--- src/rtl/core/lhfh_pkg.sv ---
// Shared constants, types and codes for the lidar scan hole-fill and hold block.
// Used by lhfh_cell, lhfh_hold_mem and lidar_scan_hole_fill_hold; depends on nothing.
`default_nettype none

package lhfh_pkg;

    // Scan geometry.
    localparam int BINS        = 360;
    localparam int HALF_WIN    = 2;
    localparam int WIN_CELLS   = 2 * HALF_WIN + 1;
    localparam int HEAD_CELLS  = 2 * HALF_WIN;

    // Field widths.
    localparam int BIN_W     = $clog2(BINS);
    localparam int CFG_BIN_W = 9;
    localparam int CMP_W     = (BIN_W > CFG_BIN_W) ? BIN_W : CFG_BIN_W;
    localparam int RANGE_W   = 16;
    localparam int STAMP_W   = 48;
    localparam int HOLD_T_W  = 32;
    localparam int FLUSH_W   = (HEAD_CELLS > 1) ? $clog2(HEAD_CELLS) : 1;

    typedef logic [BIN_W-1:0]     bin_t;
    typedef logic [CMP_W-1:0]     cmp_t;
    typedef logic [CFG_BIN_W-1:0] cfg_bin_t;
    typedef logic [RANGE_W-1:0]   range_t;
    typedef logic [STAMP_W-1:0]   stamp_t;
    typedef logic [HOLD_T_W-1:0]  hold_time_t;
    typedef logic [FLUSH_W-1:0]   flush_t;

    // Register reset values.
    localparam cfg_bin_t   FRONT_FIRST_RST = 9'd0;
    localparam cfg_bin_t   FRONT_LAST_RST  = 9'd180;
    localparam hold_time_t HOLD_TIME_RST   = 32'd500000;
    localparam range_t     CLEAR_RANGE_RST = 16'd8000;

    // Configuration register indexes.
    typedef enum logic [1:0] {
        REG_FRONT_FIRST = 2'd0,
        REG_FRONT_LAST  = 2'd1,
        REG_HOLD_TIME   = 2'd2,
        REG_CLEAR_RANGE = 2'd3
    } cfg_idx_t;

    // Result status codes.
    typedef enum logic [2:0] {
        ST_MEASURED = 3'd0,
        ST_FILLED   = 3'd1,
        ST_HELD     = 3'd2,
        ST_UNKNOWN  = 3'd3,
        ST_CLEAR    = 3'd4
    } status_t;

    // One entry of the per-bin hold store.
    typedef struct packed {
        range_t range;
        stamp_t stamp;
    } hold_ent_t;

    // Write port of the hold store.
    typedef struct packed {
        logic      en;
        bin_t      addr;
        hold_ent_t ent;
    } hold_wr_t;

endpackage

`default_nettype wire

--- src/rtl/core/lhfh_cell.sv ---
// One cell of the sliding sample window: holds a raw sample and passes it on.
// Also folds its sample into the running nonzero minimum; uses lhfh_pkg.
`default_nettype none

module lhfh_cell (
    input  wire logic            clk,
    input  wire logic            shift,
    input  wire lhfh_pkg::range_t din,
    output lhfh_pkg::range_t     dout,
    input  wire lhfh_pkg::range_t min_in,
    output lhfh_pkg::range_t     min_out
);

    lhfh_pkg::range_t sample_reg;

    always_ff @(posedge clk)
    begin
        if (shift)
        begin
            sample_reg <= din;
        end
    end

    assign dout = sample_reg;

    // Zero means no return and never wins the minimum.
    always_comb
    begin
        if (sample_reg != '0 && (min_in == '0 || sample_reg < min_in))
        begin
            min_out = sample_reg;
        end
        else
        begin
            min_out = min_in;
        end
    end

endmodule

`default_nettype wire

--- config.mk ---
export PLATFORM = sky130hd
export DESIGN_NAME = lhfh_cell
export DESIGN_NICKNAME = d
export VERILOG_FILES = /design/src/rtl/core/lhfh_pkg.sv /design/src/rtl/core/lhfh_cell.sv
export SDC_FILE = /design/constraint.sdc
export NUM_CORES = 1
export LEC_CHECK = 0
export BUFFER_PORTS_ARGS = -buffer_cell sky130_fd_sc_hd__clkbuf_2
export CORE_ASPECT_RATIO = 0.5
export CORE_UTILIZATION = 49
export DETAILED_ROUTE_END_ITERATION = 8
export PLACE_DENSITY = 0.81
export SLEW_MARGIN = 5
export SYNTH_ARGS = -nofsm -noshare
export SYNTH_HDL_FRONTEND = slang
export SYNTH_SLANG_ARGS = --single-unit
--- constraint.sdc ---
create_clock -name clk -period 6.1 [get_ports clk]
set_clock_uncertainty 0.1 [all_clocks]
set_input_delay 0.61 -clock clk [delete_from_list [all_inputs] [get_ports clk]]
set_output_delay 0.61 -clock clk [all_outputs]
set_load 0.01 [all_outputs]
==> Word-level counts from Yosys, hierarchy flattened <==
Cells that the tools add are included.
{ "op_classes": {"reduce_logical": 4, "n_mux": 1, "order_cmp": 1} }
{ "op_table": {"columns": ["operator", "count"], "rows": [
  ["$logic_not A16 Y1", 1],
  ["$lt A16 B16 Y1", 1],
  ["$mux W16", 1],
  ["$reduce_bool A16 Y1", 1],
  ["$logic_and A1 B1 Y1", 1],
  ["$logic_or A1 B1 Y1", 1]
]} }
{ "word_totals": {"wordCells": 7, "register_bits": 16, "inputBits": 34, "output_inout_bits": 32} }

==> Depth between registers and ports, before layout <==
Gate-level depths: netlist (run 1).
{ "logic_depth": {"ltp_word": 4, "mapped_depth": 9, "mapped_depth_nobuf": 7} }

==> Worst setup path before layout (run 1) <==
OpenSTA, ideal clock, no wires.
{ "synth_timing": {"kind": "input-to-output", "startpoint": "input port min_in[9]", "endpoint": "output port min_out[10]", "stages": 8, "required_ns": 5.390, "slack_ns": 3.000, "n_path_buf": 1, "arrival_time_ns": 2.390, "cell_sequence": "inv_1 -> ha_1 -> a21o_1 -> a221o_1 -> a211o_1 -> buf_2 -> o41ai_1 -> o21ai_0"} }
{ "synth_via": {"elab_chain_cells": 4, "word_cells_on_any_way": 5, "classes_between": "1 x order compare; 1 x mux; 3 x reduce/logical"} }
{ "synth_rtl": {"columns": ["element", "line", "text"], "rows": [
  ["start, declared", "lhfh_cell.sv:10", "input wire lhfh_pkg::range_t min_in,"],
  ["$lt A16 B16 Y1 or $logic_not A16 Y1 (tied branches)", "lhfh_cell.sv:29", "if (sample_reg != '0 && (min_in == '0 || sample_reg < min_in))"],
  ["$logic_or A1 B1 Y1 (*)", "lhfh_cell.sv:29", null],
  ["$logic_and A1 B1 Y1 (*)", "lhfh_cell.sv:29", null],
  ["$mux W16 (*)", "lhfh_cell.sv:29", null],
  ["end, declared", "lhfh_cell.sv:11", "output lhfh_pkg::range_t min_out"]
]} }
Mark *: on every way between the ends. The rest lies on a longest branch, timed or not.

==> Final worst setup path (run 1) <==
{ "layout_timing": {"startpoint": "register sample_reg[15] (netlist: dout[15])", "endpoint": "output port min_out[1]"} }
{ "layout_via": {"elab_chain_cells": 4, "word_cells_on_any_way": 5, "classes_between": "1 x order compare; 1 x mux; 3 x reduce/logical"} }
{ "layout_rtl": {"columns": ["element", "line", "text"], "rows": [
  ["start, declared", "lhfh_cell.sv:14", "lhfh_pkg::range_t sample_reg;"],
  ["start signal, assigned", "lhfh_cell.sv:20", "sample_reg <= din;"],
  ["$lt A16 B16 Y1", "lhfh_cell.sv:29", null],
  ["$logic_or A1 B1 Y1", "lhfh_cell.sv:29", null],
  ["$logic_and A1 B1 Y1 (*)", "lhfh_cell.sv:29", null],
  ["$mux W16 (*)", "lhfh_cell.sv:29", null]
]} }
Marked as above.

==> impl_metrics.py, run 1 <==
metrics = {
    "clocking": {
        "clockBufferDepth": 2,
        "post_cts_resized": 0,
        "tritoncts": "done",
        "worst_setup_hold_path_clk_slew_ps": 60,
        "clockRootBuffer": "clkbuf_8",
        "postCtsSetupBuffers": 0,
        "cts-buffers-inserted": 3,
        "htree_levels": 1,
        "clock-sinks": 16,
        "cts_hold_buf": 0,
    },
    "pwr": {
        "p_per_area_nw_per_um2": 198,
        "switching_power_mw": 0.109,
        "p_sw_share_pct": 32.1,
        "ir_worst_vdd_mv": 0.265,
        "power.internal_mw": 0.231,
        "pwr-share-clk_pct": 21.6,
        "p_comb_share_pct": 35.8,
        "leakage_nw": 0.834,
        "p_total_mw": 0.340,
        "pwr-share-seq_pct": 42.6,
    },
    "timing": {
        "setup-violations-final": 0,
        "hold_slack_ps": 443,
        "min_period_over_period_pct": 60.9,
        "rsz0062_at_grt": "false",
        "finalMaxSlewViolations": 0,
        "worstMarginPinSlew_ps": 1130,
        "period_minus_slack_ps": 3710,
        "setup_ws_ps": 2390,
        "slew_headroom_pct": 24.7,
        "fmax_mhz": 269,
        "setup-tns-final_ps": 0,
        "finalHoldViolations": 0,
    },
    "floorplanning": {
        "core-area_sq_um": 2390,
        "die_h_um": 38.9,
        "die_w_um": 75.7,
        "die_area_sq_um": 2940,
        "io_pins": 66,
        "start_util_pct": 55.8,
        "num_rows": 12,
    },
    "placed_design": {
        "preCtsSetupSlack_ps": 2430,
        "hpwlAfterDp_um": 2590,
        "port_buffers": 65,
        "gp_congestion": 0.857,
    },
    "critical_path": {
        "critPathKind": "reg -> out",
        "crit_required_ps": 5390,
        "cp_slowest_stage_delay_ps": 890,
        "worstPathArrival_ps": 3000,
        "crit_path_top_delay_cell": "nor2b_1",
        "start_kind": "register",
        "crit_fanout": 16,
        "end_kind": "output port",
        "cp_cell_sequence": "ha_1 -> and4_4 -> nand4_4 -> nor2b_1 -> o31a_1 -> a2bb2oi_1 -> clkbuf_2",
    },
    "synth": {
        "avgSynthCellArea_sq_um": 10.4,
        "synthFlopType": "edfxtp_1",
        "synth_area_leaders": "edfxtp_1 (36%), ha_1 (14%), inv_1 (6.8%), a2bb2oi_1 (5.3%), o31a_1 (5.3%)",
        "synth_top_area_share_pct": 36.1,
        "async_flop_share_pct": 0,
        "synth_top_area_cell": "edfxtp_1",
        "yosysWarnings": 0,
        "synth_nets": 177,
        "syn_area_sq_um": 1330,
        "synth_cell_types": 31,
        "ys_ff_latch": 16,
        "synth_enable_flop_cells": 16,
        "yosysSeqAreaShare_pct": 36.1,
        "netlist_instances": 128,
    },
    "routing": {
        "drt_iter0_markers": 80,
        "postRouteWirelength_um": 3270,
        "ant_nets": 0,
        "viasPerCell": 5.59,
        "dr.pass1.iters": 4,
        "drc": 0,
        "wl_per_cell_um": 14.5,
        "vias": 1264,
    },
    "job": {
        "cap_violations": 0,
    },
    "global_route": {
        "grt_antenna_before_repair": 0,
        "grt_usage_pct": 23.9,
        "grt_pass1_wl_um": 4870,
        "grt_max_degree": 17,
        "grt_pass1_vias": 1007,
        "overflow": 0,
    },
    "outcome": {
        "status": "complete, no violations",
    },
    "cells_and_area": {
        "finalNetCount": 242,
        "diodes": 0,
        "final_util_pct": 71.8,
        "largest_reg_flops": 16,
        "area_growth_syn_to_layout_pct": 28.7,
        "multi_input_area_sq_um": 732,
        "nFillCells": 188,
        "seq_area_sq_um": 480,
        "drive_above_1_share_pct": 38.7,
    },
    "min_path": {
        "hp-class": "in -> reg",
    },
}
## power by group through the flow
stage          Sequential, mW  Combinational [mW]  Clock, mW
3_5_place_dp            0.146               0.121          0
3_3_place_gp            0.146               0.119          0
6_report                0.145               0.122     0.0732
5_1_grt                 0.146               0.135     0.0809
4_1_cts                 0.144               0.122     0.0752
2_1_floorplan           0.146              0.0720          0
## final timing paths
| path | start | slack (ps) | cells after the start | end |
|---|---|---|---|---|
| min | din[2] | 440 | 1 | dout[2] |
| max | dout[15] | 2390 | 7 | min_out[1] |
## layout by cell type (no fill, tap or decap), types with 2 or more instances in the layout
master / n
a21oi_1: 5
a2bb2oi_1: 8
clkbuf_2: 65
clkbuf_8: 3
edfxtp_1: 16
ha_1: 15
inv_1: 24
nand2_1: 2
nand2b_1: 2
nand4_1: 2
nor2_1: 2
nor4_1: 8
o21ai_0: 8
o21ai_1: 2
o31a_1: 8
o41ai_1: 8
## per-layer routing
layer | part of all wire, % | global-route usage, % | up-vias
met3 | 3.6 | 3.91 | 2
met4 | 0.43 | 7.41 | 0
li1 | - | - | 635
met1 | 52 | 36.0 | 588
met2 | 43 | 34.8 | 39
met5 | 0 | 0 | -
## synth_stat cells, types with 2 or more instances
library cell,number
nor4_1,8
nand4_1,2
edfxtp_1,16
o21ai_0,8
nand2_1,2
ha_1,15
nand2b_1,2
o41ai_1,8
o21ai_1,2
buf_2,2
nor2_1,2
a2bb2oi_1,8
a21oi_1,5
o31a_1,8
inv_1,24
## through the flow
| step | instance area, sq um | instances |
|---|---|---|
| floorplan | 1330 | 128 |
| global placement | 1670 | 223 |
| detailed placement | 1670 | 223 |
| CTS | 1710 | 226 |
| global route | 1710 | 226 |
| finish | 1710 | 226 |
## cell type report
| class | instances | area share (%) |
|---|---|---|
| clock buffer | 3 | 2.41 |
| sequential | 16 | 28.0 |
| multi-input combinational | 83 | 42.7 |
| tap | 35 | 2.56 |
| timing repair buffer | 65 | 19.0 |
| inverter | 24 | 5.26 |
## critical path, delay by kind of cell (launching register included)
family | cells | cell delay (ps)
AOI/OAI and AO/OA | 2 | 460
DFF | 1 | 490
buffers and inverters | 1 | 160
and+or+nand+nor | 3 | 1290
adders and majority gates | 1 | 370
## logic make-up (layout without fill, tap and decap cells)
| logic type | after synthesis | after routing | share of synthesized area (%) |
|---|---|---|---|
| AOI/OAI and AO/OA | 45 | 45 | 27.6 |
| buffers and inverters | 29 | 92 | 8.93 |
| and+or+nand+nor | 23 | 23 | 13.3 |
| DFF | 16 | 16 | 36.1 |
| adders and majority gates | 15 | 15 | 14.1 |
No activity file was read; power rests on OpenSTA's default activity.
==> run 2: changes to the inputs <==
--- a/config.mk
+++ b/config.mk
@@ -7,9 +7,9 @@
 export LEC_CHECK = 0
 export BUFFER_PORTS_ARGS = -buffer_cell sky130_fd_sc_hd__clkbuf_2
 export CORE_ASPECT_RATIO = 0.5
-export CORE_UTILIZATION = 49
+export CORE_UTILIZATION = 41
 export DETAILED_ROUTE_END_ITERATION = 8
-export PLACE_DENSITY = 0.81
+export PLACE_DENSITY = 0.72
 export SLEW_MARGIN = 5
 export SYNTH_ARGS = -nofsm -noshare
 export SYNTH_HDL_FRONTEND = slang
==> constraint.sdc (replaced) <==
create_clock -name clk -period 3 [get_ports clk]
set_clock_uncertainty 0.1 [all_clocks]
set_input_delay 0.3 -clock clk [delete_from_list [all_inputs] [get_ports clk]]
set_output_delay 0.3 -clock clk [all_outputs]
set_load 0.01 [all_outputs]
==> run 2 against run 1 <==
- routed wire length increased by 15%
- via count increased by 5.1%
- critical path depth unchanged
- highest routed layer unchanged
- global-route usage decreased by 1.3 points
- critical path type unchanged
- worst setup slack got worse by 2300 ps
- cell count increased by 8.4%
- clock power increased by 110%
- clock-buffer cell count unchanged
- critical endpoint is now min_out[7]
==> impl_metrics.py, run 2 (same netlist as run 1, synthesis figures left out) <==
metrics = {
    "cells_and_area": {
        "final_util_pct": 62.1,
        "largest_reg_flops": 16,
        "finalNetCount": 255,
        "drive_above_1_share_pct": 45.4,
        "stdcell_count": 245,
        "area_growth_syn_to_layout_pct": 42.1,
        "nFillCells": 274,
        "layout_common_cells": "clkbuf_2 (65), inv_1 (24), edfxtp_1 (16), ha_1 (13), buf_4 (11)",
        "diodes": 0,
        "layout_commonest_cell": "clkbuf_2",
    },
    "timing": {
        "setup-violations-final": 0,
        "setup_ws_ps": 68.1,
        "worstMarginPinSlew_ps": 546,
        "finalHoldViolations": 0,
        "slew_headroom_pct": 63.3,
        "hold_slack_ps": 132,
        "finalMaxSlewViolations": 0,
        "setup-tns-final_ps": 0,
        "fmax_mhz": 341,
        "period_minus_slack_ps": 2930,
        "min_period_over_period_pct": 97.7,
    },
    "critical_path": {
        "start_kind": "register",
        "worstPathArrival_ps": 2530,
        "end_kind": "output port",
        "worstSetupStartpoint": "dout[9]",
        "critPathKind": "reg -> out",
        "crit_end": "min_out[7]",
        "crit_required_ps": 2600,
        "crit_fanout": 8,
    },
    "routing": {
        "dr.pass1.iters": 4,
        "drc": 0,
        "wl_per_cell_um": 15.3,
        "postRouteWirelength_um": 3760,
        "ant_nets": 0,
        "drt_iter0_markers": 80,
        "viasPerCell": 5.42,
        "vias": 1328,
    },
    "pwr": {
        "p_per_area_nw_per_um2": 390,
        "ir_worst_vdd_mv": 0.316,
        "leakage_nw": 0.918,
    },
    "global_route": {
        "grt_max_degree": 17,
        "overflow": 0,
        "grt_pass1_vias": 1180,
        "grt_pass1_wl_um": 5780,
        "gr-usage-met1_pct": 34.8,
        "grt_usage_pct": 22.6,
        "grt.busiest_layer": "met1",
        "grt_antenna_before_repair": 0,
        "use_met3_pct": 2.83,
        "grt_util_met2_pct": 32.7,
    },
    "clocking": {
        "worst_setup_hold_path_clk_slew_ps": 60,
        "htree_levels": 1,
        "clock-sinks": 16,
        "clockBufferDepth": 2,
        "tritoncts": "done",
        "cts-buffers-inserted": 3,
        "clockRootBuffer": "clkbuf_8",
    },
    "job": {
        "cap_violations": 0,
    },
    "placed_design": {
        "hpwlAfterDp_um": 3050,
        "port_buffers": 65,
        "preCtsSetupSlack_ps": 105,
        "gp_congestion": 0.941,
        "numPlacedInstances": 238,
    },
    "floorplanning": {
        "io_pins": 66,
        "die_area_sq_um": 3490,
        "num_rows": 14,
        "die_h_um": 42.3,
        "core-area_sq_um": 3050,
        "die_w_um": 82.6,
        "start_util_pct": 43.7,
    },
    "min_path": {
        "hp-class": "in -> reg",
    },
    "outcome": {
        "status": "complete, no violations",
    },
}
run 2: cell types whose count changed in the layout (fill, tap and decap cells not counted), moves of 2 or more:
cell and delta:
ha_4 +2, buf_4 +11, ha_1 -2, o41ai_2 +3, o41ai_1 -3
run 2: power breakdown:
part           total [mW]  leakage, nW  switching, mW  internal (mW)
registers           0.290        0.157         0.0223          0.267
clock network       0.152       0.0231         0.0619         0.0903
logic               0.297        0.738          0.156          0.141
run 2: per-layer routing:
metal / share of wire [%] / routed length, um
met1: 49 / 1860
met2: 43 / 1610
met3: 6.6 / 248
met4: 1.2 / 44
met5: 0 / 0
run 2: how the worst min path moves through the flow:
| stage | start | to | depth (start not counted) |
|---|---|---|---|
| 4_1_cts | din[1] | dout[1] | 1 |
| 3_5_place_dp | din[14] | dout[14] | 1 |
| 3_3_place_gp | din[4] | dout[4] | 1 |
| 5_1_grt | din[4] | dout[4] | 1 |
| 2_1_floorplan | din[0] | dout[0] | 0 |
| 6_report | din[1] | dout[1] | 1 |
run 2: timing repair:
item | in CTS | in global routing
gates cloned | 0 | 1
hold buffers | 0 | 0
buffers inserted | 2 | 0
setup endpoints to repair | 16 | 9
resized for setup | 3 | 5
pin swaps | 2 | 3
run 2: critical path: stages, from the launching register on:
cell       delay, ps
edfxtp_1         490
ha_4             300
a21o_1           180
a221o_1          380
a211o_2          430
o31a_1           260
a2bb2oi_1        130
clkbuf_2         120
run 2: metrics by stage:
stage,cell area [sq um],total power [mW]
floorplan,1330,0.444
global placement,1750,0.553
detailed placement,1750,0.558
CTS,1850,0.734
global route,1890,0.782
finish,1890,0.739
run 2: cell type report:
| type | instances | area, sq um | share of cell area, % |
|---|---|---|---|
| Multi-Input combinational cell | 84 | 798 | 42.2 |
| Timing Repair Buffer | 77 | 428 | 22.6 |
| Clock buffer | 3 | 41.3 | 2.18 |
| Inverter | 24 | 90.1 | 4.76 |
| Tap cell | 40 | 50.0 | 2.65 |
| Clock inverter | 1 | 3.75 | 0.198 |
| Sequential cell | 16 | 480 | 25.4 |
==> run 3: changes to the inputs <==
--- a/config.mk
+++ b/config.mk
@@ -6,10 +6,11 @@
 export NUM_CORES = 1
 export LEC_CHECK = 0
 export BUFFER_PORTS_ARGS = -buffer_cell sky130_fd_sc_hd__clkbuf_2
+export CAP_MARGIN = 5
 export CORE_ASPECT_RATIO = 0.5
-export CORE_UTILIZATION = 41
+export CORE_UTILIZATION = 49
 export DETAILED_ROUTE_END_ITERATION = 8
-export PLACE_DENSITY = 0.72
+export PLACE_DENSITY = 0.81
 export SLEW_MARGIN = 5
 export SYNTH_ARGS = -nofsm -noshare
 export SYNTH_HDL_FRONTEND = slang
==> constraint.sdc (replaced) <==
create_clock -name clk -period 3.6 [get_ports clk]
set_clock_uncertainty 0.1 [all_clocks]
set_input_delay 0.36 -clock clk [delete_from_list [all_inputs] [get_ports clk]]
set_output_delay 0.36 -clock clk [all_outputs]
set_load 0.01 [all_outputs]
==> run 3 against run 2 <==
- sequential power decreased by 16%
- sequential share of layout area is 2.3 points higher
- global-route usage increased by 1.7 points
- first-iteration DRC count shrank 19%
- utilization increased by 11 points
- critical path depth stayed put
- clock power fell by 18%
- critical endpoint is now min_out[14]
- highest routed layer unchanged
==> impl_metrics.py, run 3 (same netlist as run 1, synthesis figures left out) <==
metrics = {
    "routing": {
        "drc": 0,
        "viasPerCell": 5.44,
        "vias": 1246,
        "postRouteWirelength_um": 3340,
        "ant_nets": 0,
        "drt_iter0_markers": 65,
        "dr.pass1.iters": 4,
        "wl_per_cell_um": 14.6,
    },
    "placed_design": {
        "preCtsSetupSlack_ps": 643,
        "hpwlAfterDp_um": 2730,
        "port_buffers": 65,
        "gp_congestion": 0.845,
    },
    "global_route": {
        "grt_usage_pct": 24.3,
        "overflow": 0,
        "use_met3_pct": 2.60,
        "gr-usage-met1_pct": 34.4,
        "grt.busiest_layer": "met2",
        "grt_max_degree": 17,
        "grt_pass1_wl_um": 5010,
        "grt_pass1_vias": 1095,
        "grt_util_met2_pct": 38.8,
        "grt_antenna_before_repair": 0,
    },
    "timing": {
        "min_period_over_period_pct": 90.1,
        "period_minus_slack_ps": 3240,
        "fmax_mhz": 308,
        "worstMarginPinSlew_ps": 509,
        "finalHoldViolations": 0,
        "finalMaxSlewViolations": 0,
        "slew_headroom_pct": 66.1,
        "setup_ws_ps": 358,
        "setup-violations-final": 0,
        "rsz0062_at_grt": "false",
        "setup-tns-final_ps": 0,
    },
    "clocking": {
        "post_cts_resized": 0,
        "clockRootBuffer": "clkbuf_8",
        "worst_setup_hold_path_clk_slew_ps": 50,
        "htree_levels": 1,
        "tritoncts": "done",
        "postCtsSetupBuffers": 0,
        "clock-sinks": 16,
        "cts-buffers-inserted": 3,
        "cts_hold_buf": 0,
        "clockBufferDepth": 2,
    },
    "critical_path": {
        "crit_fanout": 16,
        "start_kind": "register",
        "critPathKind": "reg -> out",
        "end_kind": "output port",
        "worstPathArrival_ps": 2780,
        "crit_required_ps": 3140,
        "worstSetupStartpoint": "dout[9]",
    },
    "floorplanning": {
        "start_util_pct": 55.8,
        "die_h_um": 38.9,
        "num_rows": 12,
        "core-area_sq_um": 2390,
        "die_area_sq_um": 2940,
        "die_w_um": 75.7,
        "io_pins": 66,
    },
    "pwr": {
        "leakage_nw": 0.849,
        "p_per_area_nw_per_um2": 332,
        "ir_worst_vdd_mv": 0.298,
    },
    "cells_and_area": {
        "diodes": 0,
        "largest_reg_flops": 16,
        "nFillCells": 190,
        "area_growth_syn_to_layout_pct": 30.4,
        "layout_commonest_cell": "clkbuf_2",
        "layout_common_cells": "clkbuf_2 (65), inv_1 (24), edfxtp_1 (16), ha_1 (15)",
        "drive_above_1_share_pct": 39.7,
        "finalNetCount": 245,
    },
    "outcome": {
        "status": "complete, no violations",
    },
    "min_path": {
        "whs_endpoint": "dout[12]",
        "hp-class": "in -> reg",
        "hp-start": "din[12]",
        "whs_path_depth": 1,
    },
    "job": {
        "cap_violations": 0,
    },
}
==> run 3: how the worst max path moves through the flow <==
stage	end	cells after the start
detailed placement	min_out[3]	9
global route	min_out[14]	7
CTS	min_out[3]	7
finish	min_out[14]	7
global placement	min_out[3]	9
floorplan	min_out[10]	7
==> run 3: final cells by class <==
| cell class | count | area (sq um) | area share (%) |
|---|---|---|---|
| clock buffers | 3 | 41.3 | 2.38 |
| multi-input cells | 83 | 732 | 42.2 |
| inverters | 24 | 90.1 | 5.19 |
| well taps | 35 | 43.8 | 2.52 |
| repair buffers | 68 | 348 | 20.0 |
| flip-flops and latches | 16 | 480 | 27.7 |
==> run 3: stage by stage <==
stage | area (sq um) | cells | hold WS, ps | util [%] | power [mW]
CTS | 1740 | 229 | 182 | 72.7 | 0.582
global route | 1740 | 229 | 183 | 72.7 | 0.610
detailed placement | 1690 | 226 | 439 | 71.0 | 0.455
finish | 1740 | 229 | 191 | 72.7 | 0.576
floorplan | 1330 | 128 | 359 | - | 0.370
global placement | 1690 | 226 | 438 | 71.0 | 0.451
==> run 3: report_power, final <==
group          total (mW)  internal, mW  leakage (nW)  switching, mW
sequential          0.244         0.223         0.157         0.0206
clock               0.124        0.0738        0.0216         0.0500
combinational       0.209        0.0948         0.671          0.114
==> run 3: routing by layer <==
metal / wire length [um] / up-vias
met5: 0 / -
met4: 8 / 0
met3: 171 / 2
met2: 1490 / 43
met1: 1670 / 565
li1: - / 636
==> run 3: worst max-delay path: stages, from the launching register on <==
cell and delay [ps]:
edfxtp_1 480, ha_1 380, a21o_1 190, a221o_1 350, a211o_1 500, o41ai_1 360
o21ai_1 130, clkbuf_2 150
